[src/hdl/crds_pkg.sv]
`timescale 1ns / 1ps

package crds_pkg;

    localparam int ADDR_W     = 7;
    localparam int BYTE_W     = 8;
    localparam int CELL_COUNT = 80;
    localparam int ROW_COUNT  = 4;
    localparam int ROW_LENGTH = 20;
    localparam int ROWS_W     = 3;

    localparam logic [BYTE_W-1:0] SPACE_CODE = 8'h20;
    localparam logic [BYTE_W-1:0] DOT_CODE   = 8'h2E;
    localparam logic [BYTE_W-1:0] ESC_CODE   = 8'h1B;
    localparam logic [BYTE_W-1:0] HOME_CODE  = 8'h48;
    localparam logic [BYTE_W-1:0] NUL_CODE   = 8'h00;

    localparam logic [ADDR_W-1:0] ESC_INDEX  = ADDR_W'(CELL_COUNT);
    localparam logic [ADDR_W-1:0] HOME_INDEX = ADDR_W'(CELL_COUNT + 1);
    localparam logic [ADDR_W:0]   HOME_LAST  = (ADDR_W + 1)'(CELL_COUNT + 2);

    localparam logic PANEL_HOMING = 1'b0;
    localparam logic PANEL_ROWS   = 1'b1;

    typedef enum logic [1:0] {
        CMD_TICK  = 2'd0,
        CMD_WRITE = 2'd1,
        CMD_CLEAR = 2'd2
    } cmd_t;

    typedef enum logic {
        ST_IDLE,
        ST_EMIT
    } state_t;

    typedef struct packed {
        logic              wr_en;
        logic [ADDR_W-1:0] wr_addr;
        logic [BYTE_W-1:0] wr_code;
        logic              rd_en;
        logic [ADDR_W-1:0] rd_addr;
        logic              clear;
    } cell_req_t;

    function automatic logic [ADDR_W-1:0] row_start(input logic [1:0] pos);
        return ADDR_W'(int'(pos) * ROW_LENGTH);
    endfunction

    function automatic logic [BYTE_W-1:0] row_cmd(input logic [1:0] pos);
        logic [BYTE_W-1:0] code;
        unique case (pos)
            2'd0:    code = 8'h80;
            2'd1:    code = 8'hC0;
            2'd2:    code = 8'h94;
            default: code = 8'hD4;
        endcase
        return code;
    endfunction

endpackage

[src/hdl/char_display_refresh_sequencer_core.sv]
`timescale 1ns / 1ps

// channel   | handshake                 | payload
// ----------+---------------------------+-----------------------------
// input     | start, busy               | command, char_code, location
// result    | result_valid (strobe)     | is_command, panel_byte
// config    | cfg_valid, cfg_ready      | cfg_data (panel type)
//
// A refresh tick that drives the bus passes through ST_IDLE and ST_EMIT: the cell RAM read
// is registered, and the result strobes in ST_EMIT while busy is high.
// Writes, clears, unused commands and silent ticks stay in ST_IDLE and never raise busy.
// Clear drops the per-cell valid flops, so unwritten cells read as space.
// Reset: panel type rows style, refresh at cell 0, buffer all spaces, no sweep.
// The result receiver cannot stall; cfg_ready is always high.

module char_display_refresh_sequencer_core (
    input  logic       clk,
    input  logic       rst_n,
    input  logic       start,
    output logic       busy,
    input  logic [1:0] command,
    input  logic [7:0] char_code,
    input  logic [6:0] location,
    input  logic       cfg_valid,
    output logic       cfg_ready,
    input  logic       cfg_data,
    output logic       result_valid,
    output logic       is_command,
    output logic [7:0] panel_byte
);

    logic                         panel_type_reg;
    logic                         panel_type_next;
    crds_pkg::cell_req_t          cell_req;
    logic [crds_pkg::BYTE_W-1:0]  cell_byte;

    assign cfg_ready       = 1'b1;
    assign panel_type_next = (cfg_valid && cfg_ready) ? cfg_data : panel_type_reg;

    always_ff @(posedge clk or negedge rst_n)
    begin
        if (!rst_n)
        begin
            panel_type_reg <= crds_pkg::PANEL_ROWS;
        end
        else
        begin
            panel_type_reg <= panel_type_next;
        end
    end

    crds_seq u_seq (
        .clk         (clk),
        .rst_n       (rst_n),
        .start       (start),
        .command     (command),
        .char_code   (char_code),
        .location    (location),
        .panel_type  (panel_type_reg),
        .cell_byte   (cell_byte),
        .busy        (busy),
        .cell_req    (cell_req),
        .result_valid(result_valid),
        .is_command  (is_command),
        .panel_byte  (panel_byte)
    );

    crds_cells u_cells (
        .clk      (clk),
        .rst_n    (rst_n),
        .cell_req (cell_req),
        .cell_byte(cell_byte)
    );

    a_strobe_single: assert property (@(posedge clk) disable iff (!rst_n)
        result_valid |=> !result_valid)
        else $error("result strobe held longer than one cycle");

    a_busy_short: assert property (@(posedge clk) disable iff (!rst_n)
        busy |=> !busy)
        else $error("busy held longer than one cycle");

    a_row_cmd_code: assert property (@(posedge clk) disable iff (!rst_n)
        (result_valid && is_command) |-> panel_byte[7])
        else $error("instruction byte is not a set-address code");

    a_no_result_on_store: assert property (@(posedge clk) disable iff (!rst_n)
        (start && !busy && command != 2'(crds_pkg::CMD_TICK)) |=> !result_valid)
        else $error("write or clear produced a result");

endmodule

[src/hdl/crds_ram.sv]
`timescale 1ns / 1ps

module crds_ram #(
    parameter int WIDTH = 8,
    parameter int DEPTH = 80
) (
    input  logic                     clk,
    input  logic                     wr_en,
    input  logic [$clog2(DEPTH)-1:0] wr_addr,
    input  logic [WIDTH-1:0]         wr_data,
    input  logic                     rd_en,
    input  logic [$clog2(DEPTH)-1:0] rd_addr,
    output logic [WIDTH-1:0]         rd_data
);

    logic [WIDTH-1:0] mem [DEPTH];
    logic [WIDTH-1:0] rd_data_reg;

    always_ff @(posedge clk)
    begin
        if (wr_en)
        begin
            mem[wr_addr] <= wr_data;
        end
        if (rd_en)
        begin
            rd_data_reg <= mem[rd_addr];
        end
    end

    assign rd_data = rd_data_reg;

endmodule

[src/hdl/crds_cells.sv]
`timescale 1ns / 1ps

module crds_cells (
    input  logic                       clk,
    input  logic                       rst_n,
    input  crds_pkg::cell_req_t        cell_req,
    output logic [crds_pkg::BYTE_W-1:0] cell_byte
);

    logic [crds_pkg::CELL_COUNT-1:0] valid_reg;
    logic [crds_pkg::CELL_COUNT-1:0] valid_next;
    logic                            hit_reg;
    logic [crds_pkg::BYTE_W-1:0]     wr_data;
    logic [crds_pkg::BYTE_W-1:0]     rd_data;

    // control codes are shown as dots
    assign wr_data = (cell_req.wr_code < crds_pkg::SPACE_CODE) ? crds_pkg::DOT_CODE
                                                               : cell_req.wr_code;

    always_comb
    begin
        valid_next = valid_reg;
        if (cell_req.clear)
        begin
            valid_next = '0;
        end
        else if (cell_req.wr_en)
        begin
            valid_next[cell_req.wr_addr] = 1'b1;
        end
    end

    always_ff @(posedge clk or negedge rst_n)
    begin
        if (!rst_n)
        begin
            valid_reg <= '0;
            hit_reg   <= 1'b0;
        end
        else
        begin
            valid_reg <= valid_next;
            if (cell_req.rd_en)
            begin
                hit_reg <= valid_reg[cell_req.rd_addr];
            end
        end
    end

    crds_ram #(
        .WIDTH(crds_pkg::BYTE_W),
        .DEPTH(crds_pkg::CELL_COUNT)
    ) u_ram (
        .clk    (clk),
        .wr_en  (cell_req.wr_en),
        .wr_addr(cell_req.wr_addr),
        .wr_data(wr_data),
        .rd_en  (cell_req.rd_en),
        .rd_addr(cell_req.rd_addr),
        .rd_data(rd_data)
    );

    // unwritten cells read as space
    assign cell_byte = hit_reg ? rd_data : crds_pkg::SPACE_CODE;

endmodule

[src/hdl/crds_seq.sv]
`timescale 1ns / 1ps

module crds_seq (
    input  logic                        clk,
    input  logic                        rst_n,
    input  logic                        start,
    input  logic [1:0]                  command,
    input  logic [7:0]                  char_code,
    input  logic [6:0]                  location,
    input  logic                        panel_type,
    input  logic [crds_pkg::BYTE_W-1:0] cell_byte,
    output logic                        busy,
    output crds_pkg::cell_req_t         cell_req,
    output logic                        result_valid,
    output logic                        is_command,
    output logic [7:0]                  panel_byte
);

    crds_pkg::state_t             state_reg;
    crds_pkg::state_t             state_next;
    logic [crds_pkg::ADDR_W-1:0]  idx_reg;
    logic [crds_pkg::ADDR_W-1:0]  idx_next;
    logic [crds_pkg::ROWS_W-1:0]  rows_reg;
    logic [crds_pkg::ROWS_W-1:0]  rows_next;
    logic                         is_cmd_reg;
    logic                         is_cmd_next;
    logic                         use_cell_reg;
    logic                         use_cell_next;
    logic [crds_pkg::BYTE_W-1:0]  byte_reg;
    logic [crds_pkg::BYTE_W-1:0]  byte_next;
    logic                         emit;
    logic                         accept;
    logic                         in_buf;
    logic                         row_due;
    logic [crds_pkg::ADDR_W:0]    idx_inc;
    crds_pkg::cmd_t               cmd;

    assign cmd     = crds_pkg::cmd_t'(command);
    assign accept  = start && !busy;
    assign in_buf  = (idx_reg < crds_pkg::ADDR_W'(crds_pkg::CELL_COUNT));
    assign idx_inc = {1'b0, idx_reg} + 1'b1;
    assign row_due = (rows_reg < crds_pkg::ROWS_W'(crds_pkg::ROW_COUNT))
                     && (idx_reg == crds_pkg::row_start(rows_reg[1:0]));

    always_comb
    begin
        idx_next      = idx_reg;
        rows_next     = rows_reg;
        is_cmd_next   = is_cmd_reg;
        use_cell_next = use_cell_reg;
        byte_next     = byte_reg;
        emit          = 1'b0;
        cell_req      = '0;
        cell_req.wr_addr = location;
        cell_req.wr_code = char_code;
        cell_req.rd_addr = idx_reg;
        if (accept)
        begin
            unique case (cmd)
                crds_pkg::CMD_TICK:
                begin
                    if (panel_type == crds_pkg::PANEL_ROWS)
                    begin
                        if (row_due)
                        begin
                            rows_next     = rows_reg + 1'b1;
                            emit          = 1'b1;
                            is_cmd_next   = 1'b1;
                            use_cell_next = 1'b0;
                            byte_next     = crds_pkg::row_cmd(rows_reg[1:0]);
                        end
                        else
                        begin
                            emit           = in_buf;
                            cell_req.rd_en = in_buf;
                            is_cmd_next    = 1'b0;
                            use_cell_next  = 1'b1;
                            if (idx_inc >= (crds_pkg::ADDR_W + 1)'(crds_pkg::CELL_COUNT))
                            begin
                                idx_next  = '0;
                                rows_next = '0;
                            end
                            else
                            begin
                                idx_next = idx_inc[crds_pkg::ADDR_W-1:0];
                            end
                        end
                    end
                    else
                    begin
                        emit           = 1'b1;
                        cell_req.rd_en = in_buf;
                        is_cmd_next    = 1'b0;
                        use_cell_next  = in_buf;
                        if (idx_reg == crds_pkg::ESC_INDEX)
                        begin
                            byte_next = crds_pkg::ESC_CODE;
                        end
                        else if (idx_reg == crds_pkg::HOME_INDEX)
                        begin
                            byte_next = crds_pkg::HOME_CODE;
                        end
                        else
                        begin
                            byte_next = crds_pkg::NUL_CODE;
                        end
                        if (idx_inc > crds_pkg::HOME_LAST)
                        begin
                            idx_next = '0;
                        end
                        else
                        begin
                            idx_next = idx_inc[crds_pkg::ADDR_W-1:0];
                        end
                    end
                end
                crds_pkg::CMD_WRITE:
                begin
                    cell_req.wr_en = (location < crds_pkg::ADDR_W'(crds_pkg::CELL_COUNT));
                end
                crds_pkg::CMD_CLEAR:
                begin
                    cell_req.clear = 1'b1;
                    idx_next       = '0;
                    rows_next      = '0;
                end
                default:
                begin
                    emit = 1'b0;
                end
            endcase
        end
    end

    always_comb
    begin
        state_next = state_reg;
        unique case (state_reg)
            crds_pkg::ST_IDLE: state_next = emit ? crds_pkg::ST_EMIT : crds_pkg::ST_IDLE;
            crds_pkg::ST_EMIT: state_next = crds_pkg::ST_IDLE;
            default:           state_next = crds_pkg::ST_IDLE;
        endcase
    end

    always_comb
    begin
        busy         = 1'b0;
        result_valid = 1'b0;
        unique case (state_reg)
            crds_pkg::ST_IDLE:
            begin
                busy = 1'b0;
            end
            crds_pkg::ST_EMIT:
            begin
                busy         = 1'b1;
                result_valid = 1'b1;
            end
            default:
            begin
                busy = 1'b0;
            end
        endcase
    end

    assign is_command = is_cmd_reg;
    assign panel_byte = use_cell_reg ? cell_byte : byte_reg;

    always_ff @(posedge clk or negedge rst_n)
    begin
        if (!rst_n)
        begin
            state_reg <= crds_pkg::ST_IDLE;
            idx_reg   <= '0;
            rows_reg  <= '0;
        end
        else
        begin
            state_reg <= state_next;
            idx_reg   <= idx_next;
            rows_reg  <= rows_next;
        end
    end

    always_ff @(posedge clk)
    begin
        is_cmd_reg   <= is_cmd_next;
        use_cell_reg <= use_cell_next;
        byte_reg     <= byte_next;
    end

endmodule
[config.mk]
export PLATFORM = sky130hd
export DESIGN_NAME = char_display_refresh_sequencer_core
export DESIGN_NICKNAME = d
export VERILOG_FILES = /design/src/hdl/crds_pkg.sv /design/src/hdl/char_display_refresh_sequencer_core.sv /design/src/hdl/crds_ram.sv /design/src/hdl/crds_cells.sv /design/src/hdl/crds_seq.sv
export SDC_FILE = /design/constraint.sdc
export NUM_CORES = 1
export LEC_CHECK = 0
export BUFFER_PORTS_ARGS = -buffer_cell sky130_fd_sc_hd__buf_2
export CORE_MARGIN = 2
export CORE_UTILIZATION = 25
export CTS_CLUSTER_DIAMETER = 30
export DETAILED_ROUTE_END_ITERATION = 10
export GPL_ROUTABILITY_DRIVEN = 0
export SETUP_SLACK_MARGIN = 0.15
export SLEW_MARGIN = 10
export SYNTH_ARGS = -nofsm -noshare
export SYNTH_HDL_FRONTEND = slang
export SYNTH_SLANG_ARGS = --single-unit
[constraint.sdc]
create_clock -name clk -period 6.7 [get_ports clk]
set_input_delay 0.67 -clock clk [delete_from_list [all_inputs] [get_ports clk]]
set_output_delay 0.67 -clock clk [all_outputs]
set_load 0.02 [all_outputs]
Word level (Yosys, flattened, before mapping)
Memory sizes are Yosys's and may differ from the RTL's. A register that Yosys moved wholly into a read port is not among the register bits.
Index checks and enable logic that the tools add are counted.
{"block": "word_totals", "regBits": 103, "ramBits": 640, "in_bits": 22, "out_inout_bits": 12, "wordCells": 91, "memories": 1}
{"block": "classes", "addsub": 2, "n_mul": 1, "magnitude_cmp": 9, "n_eq_ne": 11, "mux": 44, "n_bitwise": 2, "reduce_logical": 12}
{"name": "u_cells.u_ram.mem", "depth": 80, "width": 8, "rd": 1, "rd_clocked_by_memory_dff": 1, "write_ports": 1, "line_no": "crds_ram.sv:16", "text": "logic [WIDTH-1:0] mem [DEPTH];"}
{"op": "two-way mux 80 bit", "n": 2}
{"op": "OR 80 bit", "n": 1}
{"op": "two-way mux 8 bit", "n": 6}
{"op": "two-way mux 7 bit", "n": 5}
{"op": "two-way mux 1 bit", "n": 21}
{"op": "one-hot mux 7 bit (3 select lines)", "n": 1}
{"op": "< comparator 7 x 8 -> 1 bit (second input constant)", "n": 2}
{"op": "equality test 7 bit (second input constant)", "n": 2}
{"op": "< comparator 7 bit (second input constant)", "n": 2}
{"op": "one-hot mux 7 bit (2 select lines)", "n": 1}
{"op": "two-way mux 3 bit", "n": 3}
{"op": "adder 7 x 1 -> 8 bit (second input constant)", "n": 1}
{"op": ">= comparator 8 x 7 -> 1 bit (second input constant)", "n": 1}
{"op": "> comparator 8 x 7 -> 1 bit (second input constant)", "n": 1}
{"op": "< comparator 8 x 6 -> 1 bit (second input constant)", "n": 1}
{"op": "binary-select mux 1 bit (select 7 bit)", "n": 1}
{"op": "demux 1 bit (select 7 bit)", "n": 1}
{"op": "equality test 7 bit", "n": 1}
{"op": ">= comparator 7 x 1 -> 1 bit (second input constant)", "n": 1}
{"op": "one-hot mux 3 bit (2 select lines)", "n": 1}
{"op": "AND reduction 3 bit", "n": 2}
{"op": "multiplier 2 x 3 -> 5 bit (second input constant)", "n": 1}
{"op": "equality test 2 x 1 -> 1 bit (second input constant)", "n": 2}
{"op": "equality test 2 bit (second input constant)", "n": 2}
{"op": "14 further kinds", "n": 19}

Logic depth before layout (Yosys ltp)
{"block": "logic_depth", "ltp_word": 9, "mapped_depth": 13, "mapped_depth_nobuf": 8}

Hierarchy
Synthesis repeated with hierarchy kept, for this count alone.
{"block": "unflattened", "cells_unflattened": 1624, "hier_area_um2": 30250.3}
{"module": "crds_ram", "n_inst": 1, "cells_each": 1112, "area_each_um2": 24982.7, "seq_area_each_um2": 19458.7}
{"module": "crds_cells", "n_inst": 1, "cells_each": 356, "area_each_um2": 3791.1, "seq_area_each_um2": 2026.9}
{"module": "crds_seq", "n_inst": 1, "cells_each": 152, "area_each_um2": 1423.9, "seq_area_each_um2": 515.5}
{"module": "char_display_refresh_sequencer_core", "n_inst": 1, "cells_each": 4, "area_each_um2": 52.6, "seq_area_each_um2": 26.3}

Worst setup path before layout
Ideal clock, no wire load.
{"block": "synth_path", "kind": "input to register", "startpoint": "input port char_code[5]", "endpoint": "memory u_cells.u_ram.mem[0][0], data pin", "setup_ns": 0.595, "t_arrival_ns": 2.743, "t_required_ns": 6.105, "path_slack_ns": 3.361, "path_stages": 2, "path_buffers": 0, "cell_sequence": "nor3_1 -> nor2b_1"}
{"block": "synth_via", "elab_chain_len": 2}
{"item": "start, declared", "line_no": "char_display_refresh_sequencer_core.sv:22", "text": "input logic [7:0] char_code,"}
{"item": "< comparator 8 x 6 -> 1 bit", "line_no": "crds_cells.sv:17", "text": "assign wr_data = (cell_req.wr_code < crds_pkg::SPACE_CODE) ? crds_pkg::DOT_CODE"}
{"item": "two-way mux 8 bit", "line_no": "crds_cells.sv:17"}
{"item": "via u_cells.u_ram.wr_data[0]", "line_no": "crds_ram.sv:10", "text": "input logic [WIDTH-1:0] wr_data,"}
{"item": "end, declared", "line_no": "crds_ram.sv:16"}
The timed path passes the listed nets, and every way through them passes these cells.

==> summary.md <==
| Metric | Value |
|---|---|
| Number of flip-flops in the largest register | `640` |
| Total negative slack | `0 ns` |
| Area contributors post-synth | `edfxtp_1 (66%), mux4_2 (12%), dfrtp_1 (7.7%), mux2i_1 (2.1%), o21a_1 (2.0%)` |
| Avg Synthesized Cell Area | `between 15 and 20 um^2` |
| Number of port buffers | `32` |
| Ratio of routed vias to standard cells | `4.66` |
| Synth top area share | `between 60 and 70%` |
| Reg-to-reg endpoint | `u_cells.u_ram.rd_data[1]` |
| Static leakage power | `0.0116 uW` |
| H-tree depth reported by CTS | `3` |
| Clock buffer depth | `3` |
| Min Hold Slack | `about 0.16 ns` |
| Number of placement rows | `approximately 130` |
| Proportion of register bits with asynchronous set or reset after synthesis | `between 10% and 20%` |
| Via count of the first global-routing pass | `16.4k` |
| Pin count of the biggest net entering global routing | `between 80 and 90` |
| Hold bufs inserted after CTS | `1` |
| Grt total ovfl | `0` |
| Number of search-and-repair iterations in the first detailed-routing pass | `7` |
| Worst-Margin Slew | `roughly 1.2 ns` |
| Hpwl dp | `between 40 and 50 mm` |
| Number of enable flip-flop cells after synthesis | `between 600 and 700` |
| Mapped Cells | `1566` |
| Minimum clock period | `between 3 and 4 ns` |
| Startpoint of the worst-slack reg-to-reg timing path | `u_seq.idx_reg[0]` |
| X dimension of the die | `roughly 350 um` |
| Footprint of the multi-input gates | `roughly 7400 um^2` |
| Final net count | `1674` |
| Post-synth net total | `between 1.5k and 2k` |
| Number of max-slew violations in the final report | `0` |
| Layout-stage area growth over the synthesis result | `20.1%` |
| Total CTS buffers | `between 100 and 150` |
| Result of the run | `complete, no violations` |
| Number of diodes | `0` |
| Post-CTS Resized | `0` |
| Post-CTS setup buffers | `0` |
| Sequential area share after synthesis | `approximately 73%` |
| Global-route usage over all layers | `approximately 12%` |
| Final non-filler cell total | `about 3.4k` |
| TritonCTS clock tree | `yes` |
| Critical path endpoint category | `flip-flop` |
| Core utilization of the finished layout | `30.1%` |
| Die height | `approximately 350 um` |
| Most used DFF post-synth | `edfxtp_1` |
| Worst Min Path Start | `cfg_valid` |
| Min-Delay Endpoint | `panel_type_reg` |
| Cell at the root of the clock tree | `clkbuf_16` |
| Worst clock skew | `around 0.045 ns` |
| Initial Util | `between 20% and 30%` |
| Clock net sink count | `~750` |
| Hold Crit Depth | `2` |
| Clock latency of the later-clocked register in the worst-skew pair | `~0.7 ns` |
| Synth cell types | `between 60 and 70` |
| Critical Path AT | `approximately 4.3 ns` |
| Internal reg-to-reg setup slack | `approximately 2.7 ns` |
| Max_slew headroom | `a little under a fifth` |
| RSZ-0062 raised after global routing | `false` |
| Number of DRC violations after detailed routing | `0` |
| Warning count from the yosys run | `0` |
| Total of flip-flops plus latches after synthesis | `approximately 750` |
| Cell area after technology mapping | `30000 um^2` |
| Share of the clock period used by the worst path | `between 50% and 60%` |
| Number of nets still failing antenna checks after routing | `0` |
| Placeable core area | `119000 um^2` |
| Sequential Area | `22000 um^2` |
| R2r worst-path depth | `7` |
| Critical path origin | `u_seq.idx_reg[0]` |
| Clock transition at the registers of the reported paths | `approximately 0.060 ns` |
| Power density over cell area | `~360 nW/um^2` |
| Routed wire length per instance | `about 22 um` |
| Final count of hold timing violations | `0` |
| Tightest Hold Check Type | `input pin to flip-flop` |
| Die Area | `between 100000 and 150000 um^2` |
| Number of inserted filler cells in the final layout | `between 10k and 15k` |
| Worst setup path category | `flip-flop to flip-flop` |
| Biggest area consumer among synthesized cells | `edfxtp_1` |
| Data required time of the worst path | `between 6 and 7 ns` |
| Worst IR drop on VDD | `roughly 0.22 mV` |
| Final Routed Wirelength | `approximately 75 mm` |
| Initial antenna violation count | `3` |
| Num ports | `34` |
| Wire length of the first global-routing pass | `roughly 110 mm` |
| Placed cells | `~3.1k` |
| Final setup violating endpoints | `0` |
| Share of layout cells above drive strength 1 | `25.7%` |
| Maximum frequency from static timing analysis | `roughly 250 MHz` |
| Vias post-DR | `about 16k` |
| Critical Path Source Type | `flip-flop` |
| Largest fanout on the critical path | `29` |
| Max capacitance violation total | `0` |
| Number of DRC markers after the initial detailed-route iteration | `between 1.5k and 2k` |
worst max path at each step:
stage / end / slack (ns) / depth (start not counted)
floorplan: u_cells.u_ram.mem[0][0] / 3.36 / 2
global placement: u_cells.u_ram.rd_data[1] / 2.71 / 7
detailed placement: u_cells.u_ram.rd_data[0] / 2.66 / 8
CTS: u_cells.u_ram.rd_data[0] / 2.63 / 8
global route: u_cells.u_ram.rd_data[0] / 2.47 / 8
finish: u_cells.u_ram.rd_data[1] / 2.70 / 7
routing by layer:
layer	vias up	share of wire, %	GRT usage, %
met5	-	0.021	0
met4	4	5.2	6.69
met3	184	6.8	2.81
met2	612	48	19.4
met1	8289	40	15.1
li1	6568	-	-
worst max-delay path, stage by stage (launching register included):
cell,delay (ns)
dfrtp_4,0.77
clkinv_1,0.93
ha_1,0.56
inv_1,0.07
a2111oi_2,0.06
nand3_1,0.14
nand2_2,0.17
a21oi_1,0.86
power breakdown:
group / leakage, uW / internal [uW] / switching, uW
clock network: 0.00200 / 3870 / 2350
registers: 0.00718 / 5130 / 130
logic: 0.00241 / 741 / 895
cells in the mapped netlist (4+ instances only):
cell type / number
a211oi_1: 5
a21o_1: 4
a21oi_1: 11
a221o_1: 4
a221oi_1: 5
a22o_1: 7
a22oi_1: 27
a31oi_1: 8
and2_1: 6
and4_1: 5
buf_2: 23
buf_4: 20
buf_6: 12
clkbuf_1: 32
dfrtp_1: 92
edfxtp_1: 656
ha_1: 7
inv_1: 16
mux2_2: 5
mux2i_1: 62
mux4_1: 10
mux4_2: 160
nand2_1: 47
nand2b_1: 6
nand3_1: 28
nor2_1: 103
nor2b_1: 18
nor3_1: 15
o21a_1: 81
o21ai_0: 15
o22ai_1: 8
or2_2: 7
or3_1: 7
or3b_2: 5
layout make-up:
class	count	area share, %
Clock buffer	120	8.07
Sequential cell	749	61.2
Multi-Input combinational cell	709	20.5
Inverter	17	0.177
Timing Repair Buffer	53	0.965
Clock inverter	100	3.52
Tap cell	1612	5.60
cells by family after synthesis:
| group | count (synthesis) | synth area share (%) |
|---|---|---|
| AND/OR/NAND/NOR | 266 | 4.26 |
| AO/OA/AOI/OAI | 198 | 4.84 |
| adder cells (fa/ha/maj) | 7 | 0.292 |
| other | 1 | 0.0125 |
| flip-flops | 749 | 73.4 |
| multiplexers | 237 | 15.1 |
| buffers and inverters | 108 | 2.05 |
cell usage in the layout (no fill, tap or decap), types with 6 or more instances in the layout:
| master | synthesis | final |
|---|---|---|
| inv_1 | 16 | 16 |
| mux2i_1 | 62 | 62 |
| o21a_1 | 81 | 81 |
| bufinv_16 | 0 | 16 |
| inv_6 | 0 | 19 |
| clkinv_4 | 0 | 14 |
| and2_1 | 6 | 6 |
| clkbuf_16 | 0 | 115 |
| clkinv_1 | 1 | 10 |
| o22ai_1 | 8 | 8 |
| nand2_1 | 47 | 46 |
| buf_2 | 23 | 31 |
| clkinvlp_4 | 0 | 11 |
| a22o_1 | 7 | 7 |
| nand2b_1 | 6 | 6 |
| a22oi_1 | 27 | 27 |
| ha_1 | 7 | 7 |
| dfrtp_1 | 92 | 88 |
| nor2b_1 | 18 | 16 |
| buf_4 | 20 | 19 |
| o21ai_0 | 15 | 15 |
| a31oi_1 | 8 | 8 |
| clkinv_16 | 0 | 6 |
| a21oi_1 | 11 | 11 |
| nand3_1 | 28 | 28 |
| mux4_2 | 160 | 160 |
| or3_1 | 7 | 7 |
| edfxtp_1 | 656 | 656 |
| mux4_1 | 10 | 10 |
| or2_2 | 7 | 7 |
| nor2_1 | 103 | 103 |
| nor3_1 | 15 | 15 |
| clkinv_2 | 0 | 16 |
stage by stage:
stage	total power [uW]	setup slack, ns	instance area [um^2]
3_3_place_gp	6990	2.71	31800
3_5_place_dp	7010	2.66	31800
2_1_floorplan	6560	3.36	30000
5_1_grt	13500	2.47	36000
4_1_cts	13200	2.63	36000
6_report	13100	2.70	36000
Power figures use the tool's default switching activity.
